File: config.mk
export PLATFORM = sky130hd
export DESIGN_NAME = state_variable_filter_core
export DESIGN_NICKNAME = d
export VERILOG_FILES = /design/src/svf_pkg.sv /design/src/svf_mac.sv /design/src/svf_seq.sv /design/src/state_variable_filter_core.sv
export VERILOG_INCLUDE_DIRS = /design/src /design/src/src
export SDC_FILE = /design/constraint.sdc
export NUM_CORES = 2
export LEC_CHECK = 0
export BUFFER_PORTS_ARGS = -buffer_cell sky130_fd_sc_hd__buf_2
export CORE_ASPECT_RATIO = 0.8
export CORE_UTILIZATION = 50
export CTS_CLUSTER_DIAMETER = 40
export DETAILED_ROUTE_END_ITERATION = 10
export GPL_ROUTABILITY_DRIVEN = 1
export HOLD_SLACK_MARGIN = 0.06
export PLACE_DENSITY = 0.63
export SLEW_MARGIN = 20
export SYNTH_ARGS = -nofsm -noshare
export SYNTH_HDL_FRONTEND = slang
export SYNTH_SLANG_ARGS = --single-unit
File: constraint.sdc
create_clock -name clk_i -period 17.56 [get_ports clk_i]
set_input_delay 0.878 -clock clk_i [delete_from_list [all_inputs] [get_ports clk_i]]
set_output_delay 0.878 -clock clk_i [all_outputs]
set_load 0.02 [all_outputs]
File: src/state_variable_filter_core_assert.svh
// Assertion macros for the state-variable filter core.
`ifndef STATE_VARIABLE_FILTER_CORE_ASSERT_SVH
`define STATE_VARIABLE_FILTER_CORE_ASSERT_SVH

`ifndef SYNTH

// Same-cycle implication, clocked on clk_i, off during reset.
`define SVF_ASSERT(name, trig, cons, msg) \
  name: assert property (@(posedge clk_i) disable iff (!rst_ni) (trig) |-> (cons)) \
    else $error(msg);

// Next-cycle implication, clocked on clk_i, off during reset.
`define SVF_ASSERT_NEXT(name, trig, cons, msg) \
  name: assert property (@(posedge clk_i) disable iff (!rst_ni) (trig) |=> (cons)) \
    else $error(msg);

`else

`define SVF_ASSERT(name, trig, cons, msg)
`define SVF_ASSERT_NEXT(name, trig, cons, msg)

`endif

`endif

File: src/svf_pkg.sv
// Shared types, constants and saturation helpers for the state-variable filter.
package svf_pkg;

  // Data widths
  localparam int SAMPLE_W = 16;
  localparam int STATE_W  = 24;
  localparam int COEF_W   = 17;
  localparam int FRAC_W   = 16;
  localparam int BASE_W   = STATE_W + 2;
  localparam int PROD_W   = STATE_W + COEF_W + 1;
  localparam int RND_W    = PROD_W - FRAC_W;
  localparam int SUM_W    = BASE_W + 1;
  localparam int CFG_IDX_W = 2;

  // Coefficient limits and reset values
  localparam logic [COEF_W-1:0] FC_MAX    = COEF_W'(58982);
  localparam logic [COEF_W-1:0] Q_MIN     = COEF_W'(3277);
  localparam logic [COEF_W-1:0] FC_RESET  = COEF_W'(5900);
  localparam logic [COEF_W-1:0] Q_RESET   = COEF_W'(65536);

  // Register indexes
  typedef enum logic [CFG_IDX_W-1:0] {
    CFG_CUTOFF  = 2'd0,
    CFG_DAMPING = 2'd1,
    CFG_OUTSEL  = 2'd2
  } cfg_idx_e;

  // Output selector codes
  typedef enum logic [1:0] {
    SEL_LOW     = 2'd0,
    SEL_HIGH    = 2'd1,
    SEL_BAND    = 2'd2,
    SEL_LOW_ALT = 2'd3
  } out_sel_e;

  // Sequencer states
  typedef enum logic [2:0] {
    ST_IDLE,
    ST_MUL_FB,
    ST_UPD_LOW,
    ST_UPD_HIGH,
    ST_MUL_HB,
    ST_UPD_BAND
  } state_e;

  // Control word from sequencer to datapath
  typedef struct packed {
    logic mul_en;     // capture a new product
    logic op_high;    // multiplicand is high-pass value, else band
    logic op_damp;    // coefficient is damping, else cutoff
    logic upd_low;
    logic upd_high;
    logic upd_band;
    logic load_out;
  } ctrl_t;

  // Saturate a wide sum to the state range
  function automatic logic signed [STATE_W-1:0] sat_state(input logic signed [SUM_W-1:0] v);
    logic signed [SUM_W-1:0] hi;
    logic signed [SUM_W-1:0] lo;
    hi = SUM_W'((64'sd1 <<< (STATE_W - 1)) - 64'sd1);
    lo = -hi - SUM_W'(1);
    if (v > hi) begin
      sat_state = hi[STATE_W-1:0];
    end else if (v < lo) begin
      sat_state = lo[STATE_W-1:0];
    end else begin
      sat_state = v[STATE_W-1:0];
    end
  endfunction

  // Saturate a state value to the sample range
  function automatic logic signed [SAMPLE_W-1:0] sat_sample(
    input logic signed [STATE_W-1:0] v
  );
    logic signed [STATE_W-1:0] hi;
    logic signed [STATE_W-1:0] lo;
    hi = STATE_W'((64'sd1 <<< (SAMPLE_W - 1)) - 64'sd1);
    lo = -hi - STATE_W'(1);
    if (v > hi) begin
      sat_sample = hi[SAMPLE_W-1:0];
    end else if (v < lo) begin
      sat_sample = lo[SAMPLE_W-1:0];
    end else begin
      sat_sample = v[SAMPLE_W-1:0];
    end
  endfunction

endpackage

File: src/svf_mac.sv
// Shared multiply-round-accumulate unit with registered product and saturation.
module svf_mac (
  input  logic                                clk_i,
  input  logic                                mul_en_i,
  input  logic signed [svf_pkg::STATE_W-1:0]  op_a_i,
  input  logic        [svf_pkg::COEF_W-1:0]   op_c_i,
  input  logic signed [svf_pkg::BASE_W-1:0]   base_i,
  input  logic                                sub_i,
  output logic signed [svf_pkg::STATE_W-1:0]  sum_o
);
  import svf_pkg::*;

  localparam logic signed [PROD_W-1:0] RND_HALF = PROD_W'(64'sd1 <<< (FRAC_W - 1));

  logic signed [PROD_W-1:0] prod_d, prod_q;
  logic signed [PROD_W-1:0] prod_rnd;
  logic signed [RND_W-1:0]  scaled;
  logic signed [SUM_W-1:0]  base_ext, scaled_ext, sum;

  // Product of state value and unsigned coefficient
  assign prod_d = PROD_W'($signed(op_a_i)) * PROD_W'($signed({1'b0, op_c_i}));

  always_ff @(posedge clk_i) begin
    if (mul_en_i) begin
      prod_q <= prod_d;
    end
  end

  // Divide by 2^16, rounding half up
  assign prod_rnd = prod_q + RND_HALF;
  assign scaled   = prod_rnd[PROD_W-1:FRAC_W];

  // Accumulate and clamp to state range
  assign base_ext   = SUM_W'(base_i);
  assign scaled_ext = SUM_W'(scaled);
  assign sum        = sub_i ? (base_ext - scaled_ext) : (base_ext + scaled_ext);
  assign sum_o      = sat_state(sum);

endmodule

File: src/svf_seq.sv
// Sequencer that steps the shared unit through one filter update.
module svf_seq (
  input  logic           clk_i,
  input  logic           rst_ni,
  input  logic           start_i,
  output logic           idle_o,
  output svf_pkg::ctrl_t ctrl_o
);
  import svf_pkg::*;

  state_e state_d, state_q;

  // Next state
  always_comb begin
    state_d = state_q;
    case (state_q)
      ST_IDLE:     if (start_i) state_d = ST_MUL_FB;
      ST_MUL_FB:   state_d = ST_UPD_LOW;
      ST_UPD_LOW:  state_d = ST_UPD_HIGH;
      ST_UPD_HIGH: state_d = ST_MUL_HB;
      ST_MUL_HB:   state_d = ST_UPD_BAND;
      ST_UPD_BAND: state_d = ST_IDLE;
      default:     state_d = ST_IDLE;
    endcase
  end

  always_ff @(posedge clk_i or negedge rst_ni) begin
    if (!rst_ni) begin
      state_q <= ST_IDLE;
    end else begin
      state_q <= state_d;
    end
  end

  // Control outputs per step
  always_comb begin
    ctrl_o = '0;
    idle_o = 1'b0;
    case (state_q)
      ST_IDLE: begin
        idle_o = 1'b1;
      end
      ST_MUL_FB: begin
        ctrl_o.mul_en = 1'b1;            // band * fc
      end
      ST_UPD_LOW: begin
        ctrl_o.upd_low = 1'b1;
        ctrl_o.mul_en  = 1'b1;           // band * q, band still old
        ctrl_o.op_damp = 1'b1;
      end
      ST_UPD_HIGH: begin
        ctrl_o.upd_high = 1'b1;
      end
      ST_MUL_HB: begin
        ctrl_o.mul_en  = 1'b1;           // high * fc
        ctrl_o.op_high = 1'b1;
      end
      ST_UPD_BAND: begin
        ctrl_o.upd_band = 1'b1;
        ctrl_o.load_out = 1'b1;
      end
      default: begin
        ctrl_o = '0;
      end
    endcase
  end

endmodule

File: src/state_variable_filter_core.sv
// Top level of the fixed-point Chamberlin state-variable filter core.
//
// One signed 16-bit sample in, one selected filter output (low, high or band pass)
// out per beat. Each sample passes from an accept step through three products
// (band*fc, band*q, high*fc) that run one after another through a single shared
// 24x18 multiplier, each product registered and then rounded, accumulated and
// saturated, before its result beat. The input side is ready only while the
// sequencer is idle and the output register is empty or being drained, so a new
// sample is not taken until the sequencer is through with the last one. Coefficients are
// clamped when written (fc to 0.9, damping to at least 0.05); write
// configuration only while the filter is idle.
`include "state_variable_filter_core_assert.svh"

module state_variable_filter_core (
  input  logic                                 clk_i,
  input  logic                                 rst_ni,
  // Configuration write port
  input  logic                                 cfg_we_i,
  input  logic [svf_pkg::CFG_IDX_W-1:0]        cfg_addr_i,
  input  logic [svf_pkg::COEF_W-1:0]           cfg_wdata_i,
  // Input stream
  input  logic                                 s_axis_tvalid_i,
  output logic                                 s_axis_tready_o,
  input  logic [svf_pkg::SAMPLE_W-1:0]         s_axis_tdata_i,   // [15:0] sample_in
  // Output stream
  output logic                                 m_axis_tvalid_o,
  input  logic                                 m_axis_tready_i,
  output logic [svf_pkg::SAMPLE_W-1:0]         m_axis_tdata_o    // [15:0] sample_out
);
  import svf_pkg::*;

  ctrl_t ctrl;
  logic  idle;
  logic  in_beat;

  logic [COEF_W-1:0]          fc_q, damp_q;
  logic [1:0]                 sel_q;
  logic signed [SAMPLE_W-1:0] x_q;
  logic signed [STATE_W-1:0]  low_q, band_q, high_q;
  logic                       out_valid_q;
  logic signed [SAMPLE_W-1:0] out_q;

  logic signed [STATE_W-1:0]  op_a;
  logic [COEF_W-1:0]          op_c;
  logic signed [BASE_W-1:0]   base;
  logic signed [STATE_W-1:0]  mac_sum;
  logic signed [STATE_W-1:0]  sel_val;

  // Handshake
  assign s_axis_tready_o = idle && (!out_valid_q || m_axis_tready_i);
  assign in_beat         = s_axis_tvalid_i && s_axis_tready_o;
  assign m_axis_tvalid_o = out_valid_q;
  assign m_axis_tdata_o  = out_q;

  // Configuration registers, clamped on write
  always_ff @(posedge clk_i or negedge rst_ni) begin
    if (!rst_ni) begin
      fc_q   <= FC_RESET;
      damp_q <= Q_RESET;
      sel_q  <= SEL_LOW;
    end else if (cfg_we_i) begin
      case (cfg_addr_i)
        CFG_CUTOFF: begin
          fc_q <= ({1'b0, cfg_wdata_i[COEF_W-2:0]} > FC_MAX) ?
                  FC_MAX : {1'b0, cfg_wdata_i[COEF_W-2:0]};
        end
        CFG_DAMPING: begin
          damp_q <= (cfg_wdata_i < Q_MIN) ? Q_MIN : cfg_wdata_i;
        end
        CFG_OUTSEL: begin
          sel_q <= cfg_wdata_i[1:0];
        end
        default: begin
        end
      endcase
    end
  end

  // Sequencer
  svf_seq u_seq (
    .clk_i   (clk_i),
    .rst_ni  (rst_ni),
    .start_i (in_beat),
    .idle_o  (idle),
    .ctrl_o  (ctrl)
  );

  // Operand and accumulator-base selection for the shared unit
  assign op_a = ctrl.op_high ? high_q : band_q;
  assign op_c = ctrl.op_damp ? damp_q : fc_q;

  always_comb begin
    if (ctrl.upd_high) begin
      base = BASE_W'(x_q) - BASE_W'(low_q);
    end else if (ctrl.upd_band) begin
      base = BASE_W'(band_q);
    end else begin
      base = BASE_W'(low_q);
    end
  end

  svf_mac u_mac (
    .clk_i    (clk_i),
    .mul_en_i (ctrl.mul_en),
    .op_a_i   (op_a),
    .op_c_i   (op_c),
    .base_i   (base),
    .sub_i    (ctrl.upd_high),
    .sum_o    (mac_sum)
  );

  // Sample register
  always_ff @(posedge clk_i) begin
    if (in_beat) begin
      x_q <= s_axis_tdata_i;
    end
  end

  // Integrator state and high-pass value
  always_ff @(posedge clk_i or negedge rst_ni) begin
    if (!rst_ni) begin
      low_q  <= '0;
      band_q <= '0;
    end else begin
      if (ctrl.upd_low) begin
        low_q <= mac_sum;
      end
      if (ctrl.upd_band) begin
        band_q <= mac_sum;
      end
    end
  end

  always_ff @(posedge clk_i) begin
    if (ctrl.upd_high) begin
      high_q <= mac_sum;
    end
  end

  // Output selection, band uses the value being written this cycle
  always_comb begin
    case (sel_q)
      SEL_HIGH: sel_val = high_q;
      SEL_BAND: sel_val = mac_sum;
      default:  sel_val = low_q;
    endcase
  end

  always_ff @(posedge clk_i or negedge rst_ni) begin
    if (!rst_ni) begin
      out_valid_q <= 1'b0;
    end else if (ctrl.load_out) begin
      out_valid_q <= 1'b1;
    end else if (m_axis_tready_i) begin
      out_valid_q <= 1'b0;
    end
  end

  always_ff @(posedge clk_i) begin
    if (ctrl.load_out) begin
      out_q <= sat_sample(sel_val);
    end
  end

  // Checks
  `SVF_ASSERT_NEXT(a_busy_after_accept, in_beat, !s_axis_tready_o, "accepted while busy")
  `SVF_ASSERT(a_out_slot_free, ctrl.load_out, !out_valid_q || m_axis_tready_i, "result overwrites beat")
  `SVF_ASSERT_NEXT(a_result_shown, ctrl.upd_band, m_axis_tvalid_o, "result beat missing")
  `SVF_ASSERT(a_one_update, 1'b1, $onehot0({ctrl.upd_low, ctrl.upd_high, ctrl.upd_band}), "two updates at once")

endmodule

==> metrics.sh <==
STATUS='complete, no violations'
GRT_ANTENNA_BEFORE_REPAIR=0
SYNTH-MAIN-FF-CELL='edfxtp_1'
FINALHOLDWORSTSLACK_PS=294
DRTANTENNAVIOLNETS=0
GPL.FINAL_WEIGHTED_CONGESTION=0.978
SYNTH_CELLS=2944
SYNTH.AVG_CELL_AREA_SQ_UM=8.79
NUMPORTBUFFERS=57
GRT.BUSIEST_LAYER='met2'
ROUTED_WIRELENGTH_MM=75.9
INITIAL_UTILIZATION_PCT=50.6
CRITPATHSLOWESTCELL='nor4b_1'
CHIPHEIGHT_UM=205
DRV.MAX_CAP_VIOLATION_COUNT=0
YOSYSWARNINGCOUNT=0
SYNTH_ENABLE_FLOP_CELLS=83
DRTPASS1ITERATIONS=5
CP_DATA_ARRIVAL_TIME_PS=9580
SYNTH_TOP_CELLS_BY_AREA='fa_1 (31%), edfxtp_1 (9.6%), dfrtp_1 (7.7%)'
CLOCKROOTBUFFER='clkbuf_16'
NETLIST_AREA_SQ_UM=25900
POST_SYNTHESIS_COMPOUND_GATE_AREA_FRACTION_PCT=11.0
SYNTH_AREA_LEADER='fa_1'
TIMING.SLEW.HEADROOM_PCT=27.6
CRIT_TOP_CELL='fa_1'
CTS.REPAIR_TIMING.SETUP_BUFFER_COUNT=0
TIMING.REG2REG.WORST_PATH_DEPTH=28
CRITICAL_PATH.STARTPOINT_TYPE='register'
SYNTHDOMINANTCELLAREASHARE_PCT=31.0
CP.REQUIRED_PS=17760
POSTSYNTHREGISTERBITS=170
FINAL_NETS=3513
GRT_UTIL_MET1_PCT=43.1
MAXCLOCKFREQUENCY_MHz=107
POST_CTS.RESIZED_INSTANCES=0
POST_SYNTH_NET_TOTAL=3538
POST_SYNTH_MUX_AREA_SHARE_PCT=2.69
DRC=0
TRITONCTS='done'
INSERTION_DELAY_TO_THE_LATER_SINK_OF_THE_WORST_SKEW_PAIR_PS=470
DIE_AREA_SQ_UM=52700
FINAL_LAYOUT_SIZE_SUFFIX_GT1_SHARE_PCT=6.79
UNREPAIRED_SETUP_ENDPOINTS_AFTER_GLOBAL_ROUTING='false'
SETUP.WORST_PATH.END_CLASS='register'
FIRST_GLOBAL_VIAS=21100
HOLD_CLASS='primary input to async pin'
HTREE_NUM_LEVELS=4
YOSYSUNIQUECELLTYPES=91
YOSYS.AREA_SHARE.SIMPLE_PCT=16.6
GLOBAL_ROUTE.USAGE.MET2_PCT=47.7
WORST-R2R-SETUP-SLACK_PS=8180
GRT_USE_MET3_PCT=4.14
CTS_HOLD_BUFFERS=0
SYNTHXORXNORAREAFRAC_PCT=3.79
PLACEMENT_ROWS=74
WORST_CLOCK_SKEW_PS=15.9
SYNTH_FA_HA_AREA_SHARE_PCT=38.4
YS_SEQ_AREA_SHARE_PCT=18.1
FIN_TNS_SETUP_PS=0
DIE_WIDTH_UM=256
CLOCK_TREE.BUFFER_DEPTH=2
SYNTH_ASYNC_SR_FLOP_SHARE_PCT=51.2
FINAL-INSTANCE-COUNT-EXCL-FILL=3616
TIMING_WORST_SLEW_PIN_VALUE_PS=1060
ITERATION_0_DRC_MARKERS=1901
FIRST_PASS_GRT_WIRE_LENGTH_MM=121
ANTENNA-DIODE-COUNT=0
PERIOD_NEEDED_PS=9380
PERIOD_UTILISATION_LAYOUT_PCT=53.4
FINAL_MAX_SLEW_VIOL_COUNT=0
SYNTHTOLAYOUTAREAGROWTH_PCT=5.51
GRT_MAX_DEGREE=66
FINAL_HOLD_VIOL_COUNT=0
WIRE_PER_INST_UM=21.0
GRT_RESOURCE_USAGE_TOTAL_PCT=29.9
VIAS=20700
CRITPATHMAXFANOUT=24
CORE_REGION_AREA_SQ_UM=51100
PLACED_CELLS=3584
DP_HPWL_MM=62.2
POST_DRT_VIA_CELL_RATIO=5.73
CTS_SINKS=170
SLOWEST_DELAY_PS=780
CLOCK_BUFFER_COUNT_FROM_CTS=17
SYNTH_TOP_FAMILY_BY_AREA='adder cells'
CLK_PIN_SLEW_WORST_PATHS_PS=80
SETUP_VIOL_COUNT_FINAL=0
GRT-OVFL-TOTAL=0
CAPTURE_POINT_OF_THE_WORST_REG_TO_REG_PATH='u_mac.prod_q[41]'
WORSTREG2REGSTART='u_seq.state_q[0]'
CRITICAL_PATH_CLASS='register to register'
NUM_IO_PINS=58
[worst max-delay path, delay by kind of cell (launching register included)]
family / cells / cell delay, ps
buf+inv: 4 / 510
simple gates: 8 / 2490
flops: 1 / 470
fa+ha+maj: 7 / 3440
compound gates: 9 / 2180
[area by class of cell]
type / instances / area [sq um]
multi-input combinational: 2140 / 18800
clock inverter: 14 / 178
clock buffer: 18 / 429
fill: 4791 / 23800
tap: 684 / 856
inverter: 510 / 1910
timing repair buffer: 80 / 460
sequential: 170 / 4680
[stage by stage]
stage | worst slack, ps | instance area (sq um) | utilization, %
2_1_floorplan | 9130 | 25900 | -
3_3_place_gp | 8510 | 26700 | 52.2
3_5_place_dp | 8330 | 26700 | 52.2
4_1_cts | 8310 | 27300 | 53.4
5_1_grt | 7700 | 27300 | 53.4
6_report | 8180 | 27300 | 53.4
[flip-flops by register name, indices dropped and copies added (netlist names)]
name / flops
u_mac.prod_q: 27
high_q: 24
low_q: 24
sel_q: 2
damp_q: 17
m_axis_tdata_o: 16
x_q: 16
fc_q: 16
m_axis_tvalid_o: 1
band_q: 24
u_seq.state_q: 3
[kinds of logic after synthesis]
| kind of cell | count (synthesis) |
|---|---|
| compound gates | 435 |
| xor+xnor | 112 |
| fa+ha+maj | 554 |
| buf+inv | 634 |
| flops | 170 |
| mux | 66 |
| simple gates | 973 |
[placed cells by master (no fill, tap or decap), types with 8 or more instances in the layout]
cell / n
clkbuf_16: 17
nor3_1: 32
ha_1: 153
inv_1: 508
nand2_1: 473
nand3_1: 36
o31ai_1: 12
nor4_1: 12
edfxtp_1: 83
fa_1: 401
mux2i_1: 36
a21oi_1: 98
o21ai_1: 8
or3_1: 12
o21ai_0: 136
mux2_2: 25
o22a_1: 10
and3_1: 17
o21a_1: 19
nand4_1: 14
a21o_1: 21
nand2b_1: 19
buf_4: 24
o221a_2: 9
or2_2: 11
xnor2_1: 76
a31oi_1: 14
nor2_1: 265
nor2b_1: 16
xor2_1: 36
o211ai_1: 13
a21boi_0: 8
buf_2: 56
dfrtp_1: 80
a211oi_1: 11
and2_1: 23
[cells in the mapped netlist, types with 13 or more instances]
| cell type | instances |
|---|---|
| inv_1 | 509 |
| nand2_1 | 474 |
| fa_1 | 401 |
| nor2_1 | 265 |
| ha_1 | 153 |
| o21ai_0 | 136 |
| a21oi_1 | 98 |
| clkbuf_1 | 92 |
| edfxtp_1 | 83 |
| dfrtp_1 | 80 |
| xnor2_1 | 76 |
| mux2i_1 | 40 |
| nand3_1 | 36 |
| xor2_1 | 36 |
| nor3_1 | 32 |
| mux2_2 | 25 |
| and2_1 | 23 |
| a21o_1 | 21 |
| nand2b_1 | 19 |
| o21a_1 | 19 |
| and3_1 | 17 |
| nor2b_1 | 16 |
| a31oi_1 | 14 |
| buf_2 | 14 |
| nand4_1 | 14 |
| o211ai_1 | 13 |
[layer usage]
layer  wire [um]  vias to the layer above
li1            -                     9363
met1       34300                    10500
met2       34500                      788
met3        5390                      109
met4        1670                        0
met5           0                        -
[how the worst max path moves through the flow]
stage / cells after the start / start / to / slack (ps)
after CTS: 28 / u_seq.state_q[0] / u_mac.prod_q[41] / 8310
after global placement: 28 / u_seq.state_q[0] / u_mac.prod_q[41] / 8510
after floorplan: 27 / u_seq.state_q[1] / u_mac.prod_q[41] / 9130
after detailed placement: 28 / u_seq.state_q[0] / u_mac.prod_q[41] / 8330
after global routing: 28 / u_seq.state_q[0] / u_mac.prod_q[41] / 7700
final: 28 / u_seq.state_q[0] / u_mac.prod_q[41] / 8180
Power is not shown: default switching activity piles up to over one toggle a cycle in this logic, so the estimate is an artifact.
